**config.mk**
```make
export PLATFORM = sky130hd
export DESIGN_NAME = pot_volume_quantizer_motor_top_flat
export DESIGN_NICKNAME = d
export VERILOG_FILES = /design/src/rtl/core/pvqm_pkg.sv /design/src/rtl/core/pvqm_if.sv /design/src/rtl/core/pot_volume_quantizer_motor_top.sv /design/src/flat_wrapper.sv
export SDC_FILE = /design/constraint.sdc
export NUM_CORES = 1
export LEC_CHECK = 0
export ABC_AREA = 1
export ABC_CLOCK_PERIOD_IN_PS = 2000
export BUFFER_PORTS_ARGS = -buffer_cell sky130_fd_sc_hd__buf_2
export CELL_PAD_IN_SITES_DETAIL_PLACEMENT = 1
export CELL_PAD_IN_SITES_GLOBAL_PLACEMENT = 2
export CORE_ASPECT_RATIO = 0.6
export CORE_MARGIN = 1
export CORE_UTILIZATION = 35
export DETAILED_ROUTE_END_ITERATION = 12
export GPL_ROUTABILITY_DRIVEN = 0
export PLACE_DENSITY = 0.86
export SLEW_MARGIN = 15
export SYNTH_ARGS = -nofsm -noshare
export SYNTH_HDL_FRONTEND = slang
export SYNTH_SLANG_ARGS = --single-unit
```
**constraint.sdc**
```tcl
create_clock -name i_clk -period 2 [get_ports i_clk]
set_input_delay 0.3 -clock i_clk [delete_from_list [all_inputs] [get_ports i_clk]]
set_output_delay 0.3 -clock i_clk [all_outputs]
set_load 0.005 [all_outputs]
```
**src/rtl/core/pvqm_pkg.sv**
```systemverilog
// Package for the pot volume quantizer with motor tracking.
// Holds widths, item kind and register index codes and the sequencer state type.
// No dependencies.
package pvqm_pkg;

    localparam int SAMPLE_BITS = 10;
    localparam int VOL_BITS    = 10;
    localparam int STEP_BITS   = 10;
    localparam int DZ_BITS     = 9;

    // Working width for compares between quotient, level and sample.
    localparam int QW = (SAMPLE_BITS > VOL_BITS) ? SAMPLE_BITS : VOL_BITS;
    localparam int CNT_BITS = $clog2(SAMPLE_BITS);

    localparam logic [VOL_BITS-1:0]  VOL_MAX        = '1;
    localparam logic [STEP_BITS-1:0] STEP_RESET     = STEP_BITS'(64);
    localparam logic [DZ_BITS-1:0]   DZ_RESET       = DZ_BITS'(8);

    // input item kinds
    localparam logic KIND_SAMPLE = 1'b0;
    localparam logic KIND_TARGET = 1'b1;

    localparam int CFG_IDX_BITS = 1;
    localparam logic [CFG_IDX_BITS-1:0] CFG_STEP_SIZE = 1'b0;
    localparam logic [CFG_IDX_BITS-1:0] CFG_DEADZONE  = 1'b1;

    typedef enum logic [2:0] {
        ST_IDLE = 3'b001,
        ST_DIV  = 3'b010,
        ST_FIN  = 3'b100
    } t_state;

endpackage

```
**src/rtl/core/pvqm_if.sv**
```systemverilog
// Valid/ready channel interfaces for the pot volume quantizer.
// Depends on pvqm_pkg for field widths.
interface pvqm_in_if;
    import pvqm_pkg::*;
    logic                   valid;
    logic                   ready;
    logic                   kind;
    logic [SAMPLE_BITS-1:0] adc_sample;
    logic [VOL_BITS-1:0]    target_volume;

    modport source (output valid, kind, adc_sample, target_volume, input ready);
    modport sink   (input valid, kind, adc_sample, target_volume, output ready);
endinterface

interface pvqm_out_if;
    import pvqm_pkg::*;
    logic                valid;
    logic                ready;
    logic [VOL_BITS-1:0] volume_out;
    logic                sample_valid;
    logic                drive_down;
    logic                drive_up;
    logic                motor_busy;

    modport source (output valid, volume_out, sample_valid, drive_down, drive_up,
                    motor_busy, input ready);
    modport sink   (input valid, volume_out, sample_valid, drive_down, drive_up,
                    motor_busy, output ready);
endinterface

interface pvqm_cfg_if;
    import pvqm_pkg::*;
    logic                    valid;
    logic                    ready;
    logic [CFG_IDX_BITS-1:0] index;
    logic [STEP_BITS-1:0]    data;

    modport source (output valid, index, data, input ready);
    modport sink   (input valid, index, data, output ready);
endinterface

```
**src/rtl/core/pot_volume_quantizer_motor_top.sv**
```systemverilog
// A sample is divided by the restoring divider, one quotient bit per cycle, then passes a
// finish state; a set-target goes straight to the finish state.
// One item at a time: the next input is taken while a result waits, and an item stalls only
// in its finish state, until the output is free.
// Reset (synchronous, active low): volume, last sample, motor and drives clear; step size
// register to 64, dead zone to 8. No clearing pass. Uses pvqm_pkg and pvqm_if.sv.
module pot_volume_quantizer_motor_top (
    input  logic        i_clk,
    input  logic        i_rst_n,
    pvqm_in_if.sink     i_in,
    pvqm_out_if.source  o_out,
    pvqm_cfg_if.sink    i_cfg
);
    import pvqm_pkg::*;

    // configuration
    logic [STEP_BITS-1:0]   r_step;
    logic [DZ_BITS-1:0]     r_dz;

    // sequencer
    t_state                 r_state, n_state;
    logic [CNT_BITS-1:0]    r_cnt;

    // captured item
    logic                   r_kind;
    logic [SAMPLE_BITS-1:0] r_sample;
    logic [VOL_BITS-1:0]    r_target;

    // divider: r_quo starts as the dividend and shifts quotient bits in from the right
    logic [SAMPLE_BITS-1:0] r_quo;
    logic [STEP_BITS-1:0]   r_rem;
    logic [STEP_BITS-1:0]   r_div;
    logic [STEP_BITS:0]     trial;
    logic                   fits;

    // block state, also the result payload
    logic [VOL_BITS-1:0]    r_volume, n_volume;
    logic [VOL_BITS-1:0]    r_last, n_last;
    logic                   r_motor, n_motor;
    logic                   r_down, n_down;
    logic                   r_up, n_up;
    logic                   r_ok, n_ok;
    logic                   r_out_valid;

    logic                   out_free;
    logic                   fin_go;
    logic [QW-1:0]          q_ext;
    logic [VOL_BITS-1:0]    level;
    logic                   q_ok;

    assign out_free = !r_out_valid || o_out.ready;
    assign fin_go   = (r_state == ST_FIN) && out_free;

    assign i_in.ready  = (r_state == ST_IDLE);
    assign i_cfg.ready = 1'b1;

    // one restoring step
    assign trial = {r_rem, r_quo[SAMPLE_BITS-1]};
    assign fits  = (trial >= {1'b0, r_div});

    // quotient check: zero quotient means sample below one step, always valid
    assign q_ext = QW'(r_quo);
    assign level = (q_ext > QW'(VOL_MAX)) ? VOL_MAX : q_ext[VOL_BITS-1:0];
    assign q_ok  = (r_quo == '0) || (r_rem >= {1'b0, r_dz});

    always_comb begin
        n_state = r_state;
        unique case (r_state)
            ST_IDLE: begin
                if (i_in.valid) begin
                    n_state = (i_in.kind == KIND_TARGET) ? ST_FIN : ST_DIV;
                end
            end
            ST_DIV: begin
                if (r_cnt == '0) begin
                    n_state = ST_FIN;
                end
            end
            ST_FIN: begin
                if (out_free) begin
                    n_state = ST_IDLE;
                end
            end
            default: n_state = ST_IDLE;
        endcase
    end

    // state update for a finished item
    always_comb begin
        n_volume = r_volume;
        n_last   = r_last;
        n_motor  = r_motor;
        n_down   = r_down;
        n_up     = r_up;
        n_ok     = 1'b0;
        if (r_kind == KIND_TARGET) begin
            n_volume = r_target;
            n_motor  = 1'b1;
        end else begin
            n_ok = q_ok;
            if (r_motor) begin
                if (q_ok) begin
                    priority if (r_volume > level) begin
                        n_down = 1'b1;
                        n_up   = 1'b0;
                    end else if (r_volume < level) begin
                        n_down = 1'b0;
                        n_up   = 1'b1;
                    end else begin
                        n_down  = 1'b0;
                        n_up    = 1'b0;
                        n_motor = 1'b0;
                    end
                end
                // dead-zone sample in motor mode: drives hold
            end else if (QW'(r_sample) != QW'(r_last)) begin
                if (q_ok) begin
                    n_volume = level;
                end
                n_last = VOL_BITS'(QW'(r_sample));
            end
        end
    end

    always_ff @(posedge i_clk) begin
        if (!i_rst_n) begin
            r_state     <= ST_IDLE;
            r_step      <= STEP_RESET;
            r_dz        <= DZ_RESET;
            r_volume    <= '0;
            r_last      <= '0;
            r_motor     <= 1'b0;
            r_down      <= 1'b0;
            r_up        <= 1'b0;
            r_ok        <= 1'b0;
            r_out_valid <= 1'b0;
        end else begin
            r_state <= n_state;

            if (i_cfg.valid) begin
                unique case (i_cfg.index)
                    CFG_STEP_SIZE: r_step <= i_cfg.data;
                    CFG_DEADZONE:  r_dz   <= i_cfg.data[DZ_BITS-1:0];
                    default:       r_step <= r_step;
                endcase
            end

            if (fin_go) begin
                r_volume    <= n_volume;
                r_last      <= n_last;
                r_motor     <= n_motor;
                r_down      <= n_down;
                r_up        <= n_up;
                r_ok        <= n_ok;
                r_out_valid <= 1'b1;
            end else if (o_out.ready) begin
                r_out_valid <= 1'b0;
            end
        end
    end

    // datapath, no reset needed
    always_ff @(posedge i_clk) begin
        if (i_in.valid && i_in.ready) begin
            r_kind   <= i_in.kind;
            r_sample <= i_in.adc_sample;
            r_target <= i_in.target_volume;
            r_quo    <= i_in.adc_sample;
            r_rem    <= '0;
            r_cnt    <= CNT_BITS'(SAMPLE_BITS - 1);
            // zero step size divides as one
            r_div    <= (r_step == '0) ? STEP_BITS'(1) : r_step;
        end else if (r_state == ST_DIV) begin
            r_quo <= {r_quo[SAMPLE_BITS-2:0], fits};
            r_rem <= fits ? STEP_BITS'(trial - {1'b0, r_div}) : trial[STEP_BITS-1:0];
            r_cnt <= r_cnt - 1'b1;
        end
    end

    assign o_out.valid        = r_out_valid;
    assign o_out.volume_out   = r_volume;
    assign o_out.sample_valid = r_ok;
    assign o_out.drive_down   = r_down;
    assign o_out.drive_up     = r_up;
    assign o_out.motor_busy   = r_motor;

endmodule
```
**src/flat_wrapper.sv**
```systemverilog
// flat-port wrapper written by rule: the top's interface ports become plain ports
module pot_volume_quantizer_motor_top_flat import pvqm_pkg::*;
  (i_clk, i_rst_n, i_in_valid, i_in_kind, i_in_adc_sample, i_in_target_volume, i_in_ready, o_out_valid, o_out_volume_out, o_out_sample_valid, o_out_drive_down, o_out_drive_up, o_out_motor_busy, o_out_ready, i_cfg_valid, i_cfg_index, i_cfg_data, i_cfg_ready);
  pvqm_in_if i_in_i ();
  pvqm_out_if o_out_i ();
  pvqm_cfg_if i_cfg_i ();
  input  logic i_clk;
  input  logic i_rst_n;
  input wire logic [$bits(i_in_i.valid)-1:0] i_in_valid;
  input wire logic [$bits(i_in_i.kind)-1:0] i_in_kind;
  input wire logic [$bits(i_in_i.adc_sample)-1:0] i_in_adc_sample;
  input wire logic [$bits(i_in_i.target_volume)-1:0] i_in_target_volume;
  output wire logic [$bits(i_in_i.ready)-1:0] i_in_ready;
  output wire logic [$bits(o_out_i.valid)-1:0] o_out_valid;
  output wire logic [$bits(o_out_i.volume_out)-1:0] o_out_volume_out;
  output wire logic [$bits(o_out_i.sample_valid)-1:0] o_out_sample_valid;
  output wire logic [$bits(o_out_i.drive_down)-1:0] o_out_drive_down;
  output wire logic [$bits(o_out_i.drive_up)-1:0] o_out_drive_up;
  output wire logic [$bits(o_out_i.motor_busy)-1:0] o_out_motor_busy;
  input wire logic [$bits(o_out_i.ready)-1:0] o_out_ready;
  input wire logic [$bits(i_cfg_i.valid)-1:0] i_cfg_valid;
  input wire logic [$bits(i_cfg_i.index)-1:0] i_cfg_index;
  input wire logic [$bits(i_cfg_i.data)-1:0] i_cfg_data;
  output wire logic [$bits(i_cfg_i.ready)-1:0] i_cfg_ready;
  assign i_in_i.valid = i_in_valid;
  assign i_in_i.kind = i_in_kind;
  assign i_in_i.adc_sample = i_in_adc_sample;
  assign i_in_i.target_volume = i_in_target_volume;
  assign i_in_ready = i_in_i.ready;
  assign o_out_valid = o_out_i.valid;
  assign o_out_volume_out = o_out_i.volume_out;
  assign o_out_sample_valid = o_out_i.sample_valid;
  assign o_out_drive_down = o_out_i.drive_down;
  assign o_out_drive_up = o_out_i.drive_up;
  assign o_out_motor_busy = o_out_i.motor_busy;
  assign o_out_i.ready = o_out_ready;
  assign i_cfg_i.valid = i_cfg_valid;
  assign i_cfg_i.index = i_cfg_index;
  assign i_cfg_i.data = i_cfg_data;
  assign i_cfg_ready = i_cfg_i.ready;
  pot_volume_quantizer_motor_top u_core (.i_clk(i_clk), .i_rst_n(i_rst_n), .i_in(i_in_i), .o_out(o_out_i), .i_cfg(i_cfg_i));
endmodule
```
Word level (Yosys, flattened, before mapping)
Cells that the tools add are included.

word-level totals
  output and inout bits = 17
  input bits = 37
  flip-flop bits (word level) = 102
  word-level logic and storage cells = 76

cells by class
  add/subtract/negate cells = 2
  reduce and logical (&&, ||, !) cells = 18
  $lt $le $gt $ge = 5
  bitwise logic cells = 3
  eq/ne operators = 8
  mux-type cells = 23

operators by type and width
  cell                    number
  $mux W10                8
  $logic_not A10 Y1       2
  $mux W3                 4
  $reduce_and A4 Y1       3
  $ge A11 B10 Y1          1
  $ge A10 B9 Y1           1
  $gt A10 B10 Y1          1
  $gt A10 B10 Y1 const B  1
  $lt A10 B10 Y1          1
  $mux W1                 10
  $ne A10 B10 Y1          1
  $sub A10 B10 Y10        1
  $pmux W3 S3             1
  $reduce_bool A2 Y1      4
  $ne A2 B1 Y1 const B    3
  $logic_not A4 Y1        1
  $reduce_and A2 Y1       2
  $sub A4 B1 Y4 const B   1
  $eq A3 B1 Y1 const B    1
  $eq A3 B2 Y1 const B    1
  $eq A3 B3 Y1 const B    1
  $not A1 Y1              3
  $reduce_and A3 Y1       1
  $logic_and A1 B1 Y1     2
  3 further kinds         4

Depth between registers and ports, before layout
Gate-level depths: netlist (run 1).

  depth in word-level cells = 8
  depth in mapped cells = 13
  mapped depth without buffers = 13

Worst setup path before layout (run 1)
Ideal clock, no wire load.

  kind = reg-to-reg
  start = reg u_core.r_quo[9], in the netlist u_core.q_ext[9]
  end = reg u_core.r_rem[6]
  arrival time = 1.676 ns
  cell stages (with the launch flop) = 11
  setup slack = 0.196 ns
  buffers on the path = 0
  library setup time = 0.129 ns
  period minus slack after synthesis = 1.804 ns
  required time = 1.871 ns
  path through = edfxtp_1 -> inv_1 -> ha_1 -> fa_1 -> nor2_1 -> nor2_1 -> o21bai_1 -> xor2_1 -> nand2_1 -> nand3_1 -> o21ai_1

between the ends
  longest elaborated chain between the ends = 2
  elaborated cells on any way between the ends = 3
  those cells by class = add/sub: 1; order compare: 1; mux: 1

ends and longest elaborated chain
  what                                                       RTL line                                                                     source
  from (decl)                                                pot_volume_quantizer_motor_top.sv:30                                         logic [SAMPLE_BITS-1:0] r_quo;
  from (signal assigned)                                     pot_volume_quantizer_motor_top.sv:168                                        r_quo <= i_in.adc_sample;
  from (signal assigned)                                     pot_volume_quantizer_motor_top.sv:174                                        r_quo <= {r_quo[SAMPLE_BITS-2:0], fits};
  $sub A10 B10 Y10 / $ge A11 B10 Y1 (equally long branches)  pot_volume_quantizer_motor_top.sv:175, pot_volume_quantizer_motor_top.sv:59
  $mux W10 *                                                 pot_volume_quantizer_motor_top.sv:175                                        r_rem <= fits ? STEP_BITS'(trial - {1'b0, r_div}) : trial[STEP_BITS-1:0];
  to (signal assigned)                                       pot_volume_quantizer_motor_top.sv:175
  to (decl)                                                  pot_volume_quantizer_motor_top.sv:31                                         logic [STEP_BITS-1:0] r_rem;

Mark *: on every way between the ends. The rest lies on a longest branch, timed or not.
A chain may end at the register's enable or synchronous reset.

Final worst setup path (run 1)
Same ends and word-level chain as after synthesis.

==> results of run 1 <==
==> metal layers <==
layer / up-vias / GRT usage (%) / wire length [µm]
li1: 2283 / - / -
met1: 2131 / 30.27 / 7763
met2: 89 / 28.28 / 6032
met3: 12 / 3.823 / 822
met4: 0 / 4.572 / 113
met5: - / 0 / 0
==> layout by cell type (no fill, tap or decap), types with 2 or more instances in the layout <==
cell | Yosys | layout
sky130_fd_sc_hd__nand2_1 | 149 | 149
sky130_fd_sc_hd__inv_1 | 96 | 95
sky130_fd_sc_hd__nor2_1 | 87 | 85
sky130_fd_sc_hd__dfxtp_1 | 61 | 59
sky130_fd_sc_hd__buf_2 | 4 | 52
sky130_fd_sc_hd__o21ai_0 | 46 | 45
sky130_fd_sc_hd__edfxtp_1 | 41 | 41
sky130_fd_sc_hd__a21oi_1 | 32 | 31
sky130_fd_sc_hd__ha_1 | 30 | 28
sky130_fd_sc_hd__nand3_1 | 26 | 26
sky130_fd_sc_hd__buf_4 | 2 | 22
sky130_fd_sc_hd__nand3_2 | 11 | 11
sky130_fd_sc_hd__clkbuf_16 | 0 | 10
sky130_fd_sc_hd__o21ai_1 | 5 | 6
sky130_fd_sc_hd__nor2_2 | 5 | 6
sky130_fd_sc_hd__nand4_1 | 6 | 6
sky130_fd_sc_hd__xnor2_1 | 6 | 6
sky130_fd_sc_hd__nor3_1 | 6 | 5
sky130_fd_sc_hd__inv_2 | 3 | 4
sky130_fd_sc_hd__o21bai_1 | 4 | 4
sky130_fd_sc_hd__clkinv_1 | 2 | 4
sky130_fd_sc_hd__nand3b_1 | 4 | 4
sky130_fd_sc_hd__a21oi_2 | 2 | 3
sky130_fd_sc_hd__nand2_2 | 3 | 3
sky130_fd_sc_hd__a31oi_1 | 3 | 3
sky130_fd_sc_hd__nor4_1 | 3 | 3
sky130_fd_sc_hd__nor2_4 | 1 | 2
sky130_fd_sc_hd__nand2_4 | 2 | 2
sky130_fd_sc_hd__xor2_1 | 2 | 2
sky130_fd_sc_hd__o22ai_1 | 2 | 2
sky130_fd_sc_hd__ha_4 | 0 | 2
sky130_fd_sc_hd__inv_6 | 0 | 2
sky130_fd_sc_hd__dfxtp_2 | 0 | 2
==> area by class of cell <==
type / instances / area [µm²]
Sequential cell: 102 / 2455
Fill cell: 1822 / 8479
Inverter: 101 / 379.1
Clock buffer: 10 / 250.2
Timing Repair Buffer: 75 / 436.7
Tap cell: 198 / 247.7
Clock inverter: 6 / 41.29
Multi-Input combinational cell: 445 / 2430
==> worst register-to-register path: stages, from the launching register on <==
cell and delay, ns:
sky130_fd_sc_hd__edfxtp_1 0.37, sky130_fd_sc_hd__inv_2 0.07, sky130_fd_sc_hd__ha_4 0.17, sky130_fd_sc_hd__fa_2 0.40
sky130_fd_sc_hd__nor2_2 0.11, sky130_fd_sc_hd__nor2_1 0.09, sky130_fd_sc_hd__o21bai_1 0.18, sky130_fd_sc_hd__xor2_1 0.22
sky130_fd_sc_hd__nand2_1 0.08, sky130_fd_sc_hd__nand3_1 0.07, sky130_fd_sc_hd__o21ai_1 0.06
==> power by group <==
| group | total [W] | internal (W) | switching (W) |
|---|---|---|---|
| sequential | 0.00267 | 0.00250 | 0.000172 |
| combinational | 0.00152 | 0.000532 | 0.000988 |
| clock | 0.00175 | 0.000924 | 0.000830 |
| total | 0.00595 | 0.00396 | 0.00199 |
==> registers in the layout, summed over array words and instances (netlist names), 3 cells and up <==
register and count:
u_core.r_cnt 4, u_core.q_ext 10, u_core.r_div 10, u_core.r_state 3, u_core.r_dz 9, u_core.r_target 10, u_core.r_sample 10, u_core.r_step 10
u_core.r_rem 10, u_core.o_out.volume_out 10, u_core.r_last 10
==> path summary, 6_finish.rpt <==
kind / cells after the start / start / slack [ns] / to
hold / removal: 1 / i_in_target_volume[2] / 0.12 / u_core.r_target[2]
setup / recovery: 10 / u_core.q_ext[9] / 0.07 / u_core.r_rem[6]
hold reg to reg: 0 / u_core.r_step[4] / 0.48 / u_core.r_div[4]
setup reg to reg: 10 / u_core.q_ext[9] / 0.07 / u_core.r_rem[6]
==> stage by stage <==
stage               instances  instance area (µm²)  total power [W]  utilization, %
global route              937                 6240         0.006311           42.39
detailed placement        917                 5871         0.004157           39.88
finish                    937                 6240         0.005948           42.39
floorplan                 676                 5355         0.003597               -
CTS                       933                 6167         0.005940           41.90
global placement          917                 5871         0.004067           39.88
==> synth_stat cells (4+ instances only) <==
| cell | n |
|---|---|
| sky130_fd_sc_hd__a21oi_1 | 32 |
| sky130_fd_sc_hd__buf_2 | 4 |
| sky130_fd_sc_hd__clkbuf_1 | 19 |
| sky130_fd_sc_hd__dfxtp_1 | 61 |
| sky130_fd_sc_hd__edfxtp_1 | 41 |
| sky130_fd_sc_hd__ha_1 | 30 |
| sky130_fd_sc_hd__inv_1 | 96 |
| sky130_fd_sc_hd__nand2_1 | 149 |
| sky130_fd_sc_hd__nand3_1 | 26 |
| sky130_fd_sc_hd__nand3_2 | 11 |
| sky130_fd_sc_hd__nand3b_1 | 4 |
| sky130_fd_sc_hd__nand4_1 | 6 |
| sky130_fd_sc_hd__nor2_1 | 87 |
| sky130_fd_sc_hd__nor2_2 | 5 |
| sky130_fd_sc_hd__nor3_1 | 6 |
| sky130_fd_sc_hd__o21ai_0 | 46 |
| sky130_fd_sc_hd__o21ai_1 | 5 |
| sky130_fd_sc_hd__o21bai_1 | 4 |
| sky130_fd_sc_hd__xnor2_1 | 6 |
==> cells by family (layout without fill, tap and decap cells) <==
group	Yosys count	after routing	synth area share, %
flops	102	102	45.79
fa+ha+maj	31	31	7.383
other cells	1	1	0.07003
compound gates	99	99	9.977
buf+inv	129	192	9.696
simple gates	306	306	25.77
xor+xnor	8	8	1.308
==> repair_timing <==
action / 4_1_cts / 5_1_grt
endpoints found under the setup margin: 1 / 17
pin swaps: 1 / 6
gates resized for setup: 2 / 12
buffers inserted: 0 / 4
==> results.txt, run 1 <==
----------------------------------------------------
[Global route]
  Maximum number of pins on one net before global-route repair ... 30
  Number of antenna violations at the first check in global routing ... 0
  Leftover overflow at the end of global routing ... 0
  Combined global-route utilization of all metal layers ... 19.76%
  Via count of the first global-routing pass ... between 4,000 and 5,000
  Wire length of the first global-routing pass ... about 24 mm

[Detailed routing]
  ANT nets after route ... 0
  Number of optimization iterations in the first detailed-route pass ... 4
  Post-detailed-route via-to-cell ratio ... ~4.8
  Violation count after the first detailed-route iteration ... approximately 300
  Via count ... 4,515
  Per-cell routed wire length ... 15.72 µm
  Number of design rule violations left after detail routing ... 0
  Routed Wire Length ... 14.73 mm

[Timing]
  Worst Hold Margin ... 0.1208 ns
  Period Utilization, post-route ... between 90% and 100%
  Final critical-path setup slack ... 0.06981 ns
  Number of hold violations in the final report ... 0
  Max-slew violation count ... 0
  Worst Skew ... 0.01215 ns
  Aggregate negative setup slack ... 0 ns
  Tmin final ... 1.930 ns
  Highest clock rate ... 0.5181 GHz
  Final number of setup-violating endpoints ... 0

[Cells and area]
  Fraction of layout instances using a drive strength above 1 ... around 18%
  Diodes inserted ... 0
  Area growth syn-to-layout ... 16.52%
  Final #Nets ... 802

[Synthesis]
  Top FF cell, synth ... sky130_fd_sc_hd__dfxtp_1
  Share of the synthesized area in the top cell type ... 22.99%
  Area of the mapped netlist ... 5355 µm²
  Synthesized area per cell ... between 7 and 8 µm²
  Number of different library cells in the post-synthesis netlist ... 41
  Most area-consuming cells after synthesis ... sky130_fd_sc_hd__edfxtp_1, sky130_fd_sc_hd__dfxtp_1, sky130_fd_sc_hd__nand2_1, sky130_fd_sc_hd__ha_1, sky130_fd_sc_hd__inv_1
  Ys async rst share ... 0%
  Gate count after technology mapping ... 676
  Number of synthesized flops with an enable pin ... 41
  Yosys warns ... 0
  Cell accounting for the most synthesized area ... sky130_fd_sc_hd__edfxtp_1
  Net Count, Synth ... 744
  Sequential share of the synthesized area ... 45.79%
  Post-synthesis register bit count ... about 100

[Worst setup path]
  Worst path slowest cell ... sky130_fd_sc_hd__fa_2
  Critical Path AT ... roughly 2.2 ns
  Critical path required time ... about 2.2 ns
  Startpoint type of the worst setup path ... register
  Kind of end point of the critical path ... register
  Largest stage delay, worst path ... 0.40 ns
  Total buffers and inverters traversed by the critical path ... 1
  Cell Chain, Critical Path ... inv_2, ha_4, fa_2, nor2_2, nor2_1, o21bai_1, xor2_1, nand2_1, nand3_1, o21ai_1
  Kind of critical path ... register to register
  Cell family with most CP delay ... adder cells
  Largest fanout of any net on the critical path ... 2

[Die]
  Number of placed I/O pins ... 54
  Width of the die ... 161.7 µm
  Cell Rows ... 34
  Core Footprint ... roughly 15,000 µm²
  Vertical die dimension ... 97.82 µm
  Total die area ... 15,820 µm²
  Initial standard-cell utilization of the core ... 36.38%

[Place]
  Port buffer count ... 52
  Setup Slack @ Placement ... -0.04229 ns
  Placed wire-length estimate after detailed placement ... 11.43 mm

[Power and ir drop]
  Peak supply drop ... 408.9 µV
  Pwr Density ... 953.2 nW/µm²
  Leakage ... 2.932 nW

[Flow run]
  Total of max-cap violations ... 0

[Clocking]
  Sinks on the clock net ... 102
  Buffers from clock root to sink, at most ... 2
  Clock Latency Late Sink ... 0.35 ns
  Hold buffers post-CTS ... 0
  Clock slew at the register clock pins of the worst setup and hold paths ... 0.08 ns
  H-tree depth reported by CTS ... 3
  CTS tree ... built
  Clock buffer count from CTS ... 9
  Buffer cell driving the clock tree root ... sky130_fd_sc_hd__clkbuf_16

[Min path]
  Min-Delay Path Class ... input pin to register

[Run status]
  Outcome ... finished, final reports clean

----------------------------------------------------
No activity file was read; power rests on OpenSTA's default activity.
==> run 2: changes to the inputs <==
- CORE_MARGIN: 1 -> 3
- RECOVER_POWER: default -> 100
==> results.txt, run 2 (synthesized netlist as in run 1, its figures left out) <==
----------------------------------------------------
[Worst setup path]
  Kind of critical path ... register to register
  Startpoint type of the worst setup path ... register
  Largest stage delay, worst path ... 0.36 ns (-0.04 ns)
  Cell Chain, Critical Path ... inv_1, ha_2, fa_2, nor2_2, nor2_1, o21bai_1, xor2_1, nand2_1, nand3_1, o21ai_1
  R2r endpoint ... u_core.r_rem[6]
  Cell family with most CP delay ... adder cells
  Critical path required time ... 2.24 ns (about the same)
  Worst path slowest cell ... sky130_fd_sc_hd__edfxtp_1
  Worst R2R Path Depth ... 10 (unchanged)
  Largest fanout of any net on the critical path ... 2 (unchanged)
  Slack of the worst reg-to-reg path ... 0.12 ns (+0.05 ns)
  Critical Path AT ... 2.12 ns (-0.05 ns)
  Launching point of the worst reg2reg path ... u_core.q_ext[9]
  Total buffers and inverters traversed by the critical path ... 1 (unchanged)
  Kind of end point of the critical path ... register

[Cells and area]
  Post-route core utilization ... 41.92% (-0.48 points)
  Most used cells in the layout excluding fill and tap cells ... sky130_fd_sc_hd__nand2_1, sky130_fd_sc_hd__inv_1, sky130_fd_sc_hd__nor2_1
  Area growth syn-to-layout ... 15.21%
  Fraction of layout instances using a drive strength above 1 ... 13.99% (-3.7 points)
  Final #Nets ... 799 (-0.37%)
  Most common cell after layout, fill and taps aside ... sky130_fd_sc_hd__nand2_1
  Diodes inserted ... 0 (unchanged)

[Global route]
  Number of antenna violations at the first check in global routing ... 0 (unchanged)
  Via count of the first global-routing pass ... 4,701 (+3.7%)
  Wire length of the first global-routing pass ... 24.60 mm (+3.2%)
  Maximum number of pins on one net before global-route repair ... 45 (+50%)
  Leftover overflow at the end of global routing ... 0 (unchanged)
  Combined global-route utilization of all metal layers ... 18.26% (-1.5 points)

[Detailed routing]
  Post-detailed-route via-to-cell ratio ... 4.845 (+0.54%)
  Per-cell routed wire length ... 16.31 µm (+3.7%)
  Number of design rule violations left after detail routing ... 0 (unchanged)
  ANT nets after route ... 0 (unchanged)
  Via count ... 4,525 (+0.22%)
  M1 wire length ... 8.157 mm (+5.1%)
  Routed length on met2 ... 6.319 mm (+4.8%)
  Routed wire length on met3 ... 692 µm (-16%)
  Violation count after the first detailed-route iteration ... 262 (-15%)
  Routed Wire Length ... 15.23 mm (+3.4%)
  Number of optimization iterations in the first detailed-route pass ... 5 (+1)
  Top routing layer in use ... met4

[Timing]
  Slew @ Worst Pin ... ~1.2 ns
  Max-slew violation count ... 0 (unchanged)
  Number of hold violations in the final report ... 0 (unchanged)
  Setup repair after global routing missed its margin ... yes
  Period Utilization, post-route ... 94.13% (-2.4 points)
  Final critical-path setup slack ... 0.1175 ns (+0.04768 ns)
  Worst Skew ... 0.02005 ns (+0.007893 ns)
  Highest clock rate ... 0.5312 GHz (+2.5%)
  Aggregate negative setup slack ... 0 ns (unchanged)
  Tmin final ... 1.883 ns (-0.04768 ns)
  Max-Slew Margin vs Limit ... a little under a fifth
  Final number of setup-violating endpoints ... 0 (unchanged)

[Min path]
  Hold-critical path depth ... 1 (unchanged)
  Hold Crit Start ... i_in_target_volume[6]
  Min-Delay Path Class ... input pin to register
  Endpoint of the worst hold-timing path ... u_core.r_target[6]

[Place]
  Setup Slack @ Placement ... 0.02743 ns (+0.06972 ns)
  Port buffer count ... 52 (unchanged)
  Placed wire-length estimate after detailed placement ... 11.79 mm (+3.1%)

[Die]
  Vertical die dimension ... 101.8 µm (+4.1%)
  Total die area ... 16,870 µm² (+6.7%)
  Core Footprint ... 14,720 µm² (unchanged)
  Initial standard-cell utilization of the core ... 36.38% (unchanged)
  Width of the die ... 165.7 µm (+2.5%)
  Cell Rows ... 34 (unchanged)
  Number of placed I/O pins ... 54 (unchanged)

[Clocking]
  CTS tree ... built
  Buffers from clock root to sink, at most ... 2 (unchanged)
  Clock Latency Late Sink ... 0.35 ns (about the same)
  Buffer cell driving the clock tree root ... sky130_fd_sc_hd__clkbuf_16
  Clock buffer count from CTS ... 9 (unchanged)
  Sinks on the clock net ... 102 (unchanged)
  Clock slew at the register clock pins of the worst setup and hold paths ... 0.08 ns (about the same)
  H-tree depth reported by CTS ... 3 (unchanged)

[Run status]
  Outcome ... finished, final reports clean

[Power and ir drop]
  Pwr Density ... 954.4 nW/µm² (+0.12%)
  Peak supply drop ... 496.6 µV (+21%)
  Leakage ... 2.797 nW (-4.6%)

[Flow run]
  Total of max-cap violations ... 0 (unchanged)

----------------------------------------------------
-- run 2: cell count changes in the layout (fill, tap and decap cells not counted), moves of 5 or more --
cell                       change
sky130_fd_sc_hd__buf_4         -7
sky130_fd_sc_hd__buf_2        -21
sky130_fd_sc_hd__clkbuf_1     +23
sky130_fd_sc_hd__nand3_1       +6
sky130_fd_sc_hd__nand3_2       -5
-- run 2: layout make-up --
class / count / area [µm²]
clock buffer: 10 / 229.0
clock inverter: 6 / 51.30
sequential: 102 / 2456
timing repair buffer: 72 / 406.6
tap: 198 / 247.7
inverter: 101 / 379.1
multi-input combinational: 445 / 2400
fill: 1830 / 8549
-- run 2: worst max path at each step --
stage                                from         endpoint  depth (start not counted)
final                     u_core.q_ext[9]  u_core.r_rem[6]                         10
after global routing      u_core.q_ext[9]  u_core.r_rem[6]                         10
after CTS                 u_core.q_ext[9]  u_core.r_rem[6]                         10
after detailed placement  u_core.q_ext[9]  u_core.r_rem[6]                         10
after global placement    u_core.q_ext[9]  u_core.r_rem[6]                         10
after floorplan           u_core.q_ext[9]  u_core.r_rem[6]                         10
-- run 2: metal layers --
metal	GRT usage, %	vias up
met2	27.40	82
li1	-	2277
met4	2.875	0
met3	4.097	8
met1	27.50	2158
met5	0	-
-- run 2: report_power, final --
group          total, W  leakage, nW  internal, W  switching, W
Clock           0.00174        0.128     0.000865      0.000871
Sequential      0.00268        0.888      0.00250      0.000177
Combinational   0.00148         1.78     0.000507      0.000969
Total           0.00589         2.80      0.00387       0.00202
-- run 2: timing repair --
item	in CTS	in global routing
resized for setup	0	18
endpoints found under the setup margin	0	21
hold buffers	0	0
setup buffers	0	2
-- run 2: through the flow --
step                      cell area (µm²)  hold WS (ns)  total power [W]  cells
final                                6170        0.1219         0.005889    934
after global routing                 6170        0.1148         0.006238    934
after CTS                            6168        0.1154         0.005914    932
after detailed placement             5888        0.4503         0.004179    916
after global placement               5888        0.4511         0.004096    916
after floorplan                      5355        0.3989         0.003597    676
==> run 3: changes to the inputs <==
- CORE_UTILIZATION: 35 -> 36
- CTS_BUF_LIST: default -> sky130_fd_sc_hd__clkbuf_8
- PLACE_DENSITY: 0.86 -> 0.87
==> results.txt, run 3 (synthesized netlist as in run 1, its figures left out) <==
----------------------------------------------------
[Die]
  Total die area ... 16,420 µm² (-2.6%)
  Width of the die ... 163.5 µm (-1.3%)
  Initial standard-cell utilization of the core ... 38.03% (+1.7 points)
  Core Footprint ... 14,080 µm² (-4.3%)
  Vertical die dimension ... 100.5 µm (-1.3%)
  Cell Rows ... 33 (-2.9%)
  Number of placed I/O pins ... 54 (unchanged)

[Detailed routing]
  Post-detailed-route via-to-cell ratio ... 4.924 (+1.6%)
  ANT nets after route ... 0 (unchanged)
  Per-cell routed wire length ... 16.29 µm (-0.10%)
  Violation count after the first detailed-route iteration ... 257 (-1.9%)
  Number of design rule violations left after detail routing ... 0 (unchanged)
  Routed Wire Length ... 15.09 mm (-0.96%)
  Number of optimization iterations in the first detailed-route pass ... 5 (unchanged)
  Via count ... 4,560 (+0.77%)

[Timing]
  Final critical-path setup slack ... 0.1252 ns (+0.007741 ns)
  Worst Skew ... 0.009830 ns (-0.01022 ns)
  Max-slew violation count ... 0 (unchanged)
  Final number of setup-violating endpoints ... 0 (unchanged)
  Highest clock rate ... 0.5334 GHz (+0.41%)
  Setup repair after global routing missed its margin ... yes
  Period Utilization, post-route ... 93.74% (-0.39 points)
  Slew @ Worst Pin ... 1.177 ns (-0.03709 ns)
  Max-Slew Margin vs Limit ... 21.56% (+2.5 points)
  Tmin final ... 1.875 ns (-0.007741 ns)
  Number of hold violations in the final report ... 0 (unchanged)

[Power and ir drop]
  Sw Pwr ... 0.001938 W (-3.9%)
  Comb power frac ... 26.2% (+1.1 points)
  Switching share of power ... 35.05% (+0.80 points)
  Pwr Density ... 908.0 nW/µm² (-4.9%)
  Reg power frac ... 48.4% (+3.0 points)
  Clock network fraction of total power ... 25.4% (-4.1 points)
  Peak supply drop ... 395.4 µV (-20%)
  Leakage ... 2.811 nW (+0.47%)
  Power Internal ... 0.003591 W (-7.3%)

[Clocking]
  H-tree depth reported by CTS ... 3 (unchanged)
  Sinks on the clock net ... 102 (unchanged)
  Clock slew at the register clock pins of the worst setup and hold paths ... 0.11 ns (+0.03 ns)
  Clock buffer count from CTS ... 9 (unchanged)
  Buffer cell driving the clock tree root ... sky130_fd_sc_hd__clkbuf_8
  Buffers from clock root to sink, at most ... 2 (unchanged)
  CTS tree ... built
  Clock Latency Late Sink ... 0.38 ns (+0.03 ns)
  Hold buffers post-CTS ... 0 (unchanged)

[Worst setup path]
  Kind of end point of the critical path ... register
  Cell family with most CP delay ... simple AND/OR/NAND/NOR gates
  Cell Chain, Critical Path ... buf_4, inv_1, ha_1, nand2_1, nor2_1, nand3_1, nand3_1, nand2_1, inv_1, nand3_1, a21oi_1
  Worst path slowest cell ... sky130_fd_sc_hd__edfxtp_1
  Largest fanout of any net on the critical path ... 3 (+1)
  Kind of critical path ... register to register
  Worst R2R Path Depth ... 11 (+1)
  Crit path depth ... 11 (+1)
  Cell with the most instances on the worst path ... sky130_fd_sc_hd__nand3_1
  Total buffers and inverters traversed by the critical path ... 3 (+2)
  Startpoint type of the worst setup path ... register
  Critical path required time ... 2.30 ns (+0.06 ns)
  Largest stage delay, worst path ... 0.36 ns (about the same)
  Critical Path AT ... 2.17 ns (+0.05 ns)

[Global route]
  Wire length of the first global-routing pass ... 24.18 mm (-1.7%)
  Via count of the first global-routing pass ... 4,652 (-1.0%)
  Combined global-route utilization of all metal layers ... 19.01% (+0.74 points)
  Number of antenna violations at the first check in global routing ... 0 (unchanged)
  Leftover overflow at the end of global routing ... 0 (unchanged)
  Maximum number of pins on one net before global-route repair ... 52 (+16%)

[Min path]
  Hold-critical path depth ... 1 (unchanged)
  Min-Delay Path Class ... input pin to register

[Cells and area]
  Final #Nets ... 797 (-0.25%)
  Diodes inserted ... 0 (unchanged)
  Fraction of layout instances using a drive strength above 1 ... 14.85% (+0.86 points)
  Most used cells in the layout excluding fill and tap cells ... sky130_fd_sc_hd__nand2_1, sky130_fd_sc_hd__inv_1, sky130_fd_sc_hd__nor2_1
  Area growth syn-to-layout ... 13.69%
  Most common cell after layout, fill and taps aside ... sky130_fd_sc_hd__nand2_1
  Post-route core utilization ... 43.24% (+1.3 points)

[Place]
  Placed wire-length estimate after detailed placement ... 11.74 mm (-0.44%)
  Port buffer count ... 52 (unchanged)
  Setup Slack @ Placement ... 0.05470 ns (+0.02727 ns)

[Run status]
  Outcome ... finished, final reports clean

[Flow run]
  Total of max-cap violations ... 0 (unchanged)

----------------------------------------------------
==> run 3: power by group through the flow <==
stage / combinational, W / clock (W) / sequential [W]
floorplan: 0.000939 / 0 / 0.00266
global placement: 0.00137 / 0 / 0.00270
detailed placement: 0.00144 / 0 / 0.00272
CTS: 0.00144 / 0.00145 / 0.00267
global route: 0.00165 / 0.00154 / 0.00270
finish: 0.00145 / 0.00140 / 0.00267
==> run 3: worst paths after layout <==
kind | start | end | slack, ns
setup / recovery | u_core.q_ext[9] | u_core.o_out.drive_down | 0.13
hold / removal | i_in_target_volume[2] | u_core.r_target[2] | 0.09
setup reg to reg | u_core.q_ext[9] | u_core.o_out.drive_down | 0.13
hold reg to reg | u_core.r_step[8] | u_core.r_div[8] | 0.48
==> run 3: repair_timing <==
action,in CTS,in global routing
endpoints found under the hold margin,0,0
endpoints found under the setup margin,0,15
setup buffers,0,2
gates resized for setup,0,13
==> run 3: stage by stage <==
step	area (µm²)	TNS (ns)	hold WS (ns)	instances	total power, W
after global placement	5866	0	0.4443	908	0.004067
after global routing	6088	-0.05931	0.06039	926	0.005894
final	6088	0	0.08968	926	0.005529
after detailed placement	5866	0	0.4470	908	0.004153
after CTS	6070	0	0.06123	924	0.005563
after floorplan	5355	0	0.3989	676	0.003597
==> run 3: area by class of cell <==
cell class / count / area [µm²]
clock buffers: 9 / 123.9
inverters: 101 / 379.1
repair buffers: 70 / 391.6
multi-input cells: 445 / 2419
clock inverters: 7 / 80.08
fillers: 1747 / 7991
flip-flops and latches: 102 / 2455
well taps: 192 / 240.2
==> run 3: worst reg2reg max path, stage by stage (launching register included) <==
cell                       delay, ns
sky130_fd_sc_hd__edfxtp_1       0.36
sky130_fd_sc_hd__buf_4          0.14
sky130_fd_sc_hd__inv_1          0.07
sky130_fd_sc_hd__ha_1           0.32
sky130_fd_sc_hd__nand2_1        0.08
sky130_fd_sc_hd__nor2_1         0.20
sky130_fd_sc_hd__nand3_1        0.12
sky130_fd_sc_hd__nand3_1        0.15
sky130_fd_sc_hd__nand2_1        0.08
sky130_fd_sc_hd__inv_1          0.07
sky130_fd_sc_hd__nand3_1        0.07
sky130_fd_sc_hd__a21oi_1        0.15
==> run 3: routing by layer <==
metal / track usage (%) / part of all wire (%)
met1: 28.92 / 54
met5: 0 / 0
met4: 3.834 / 0.60
met2: 28.24 / 42
met3: 3.489 / 3.3
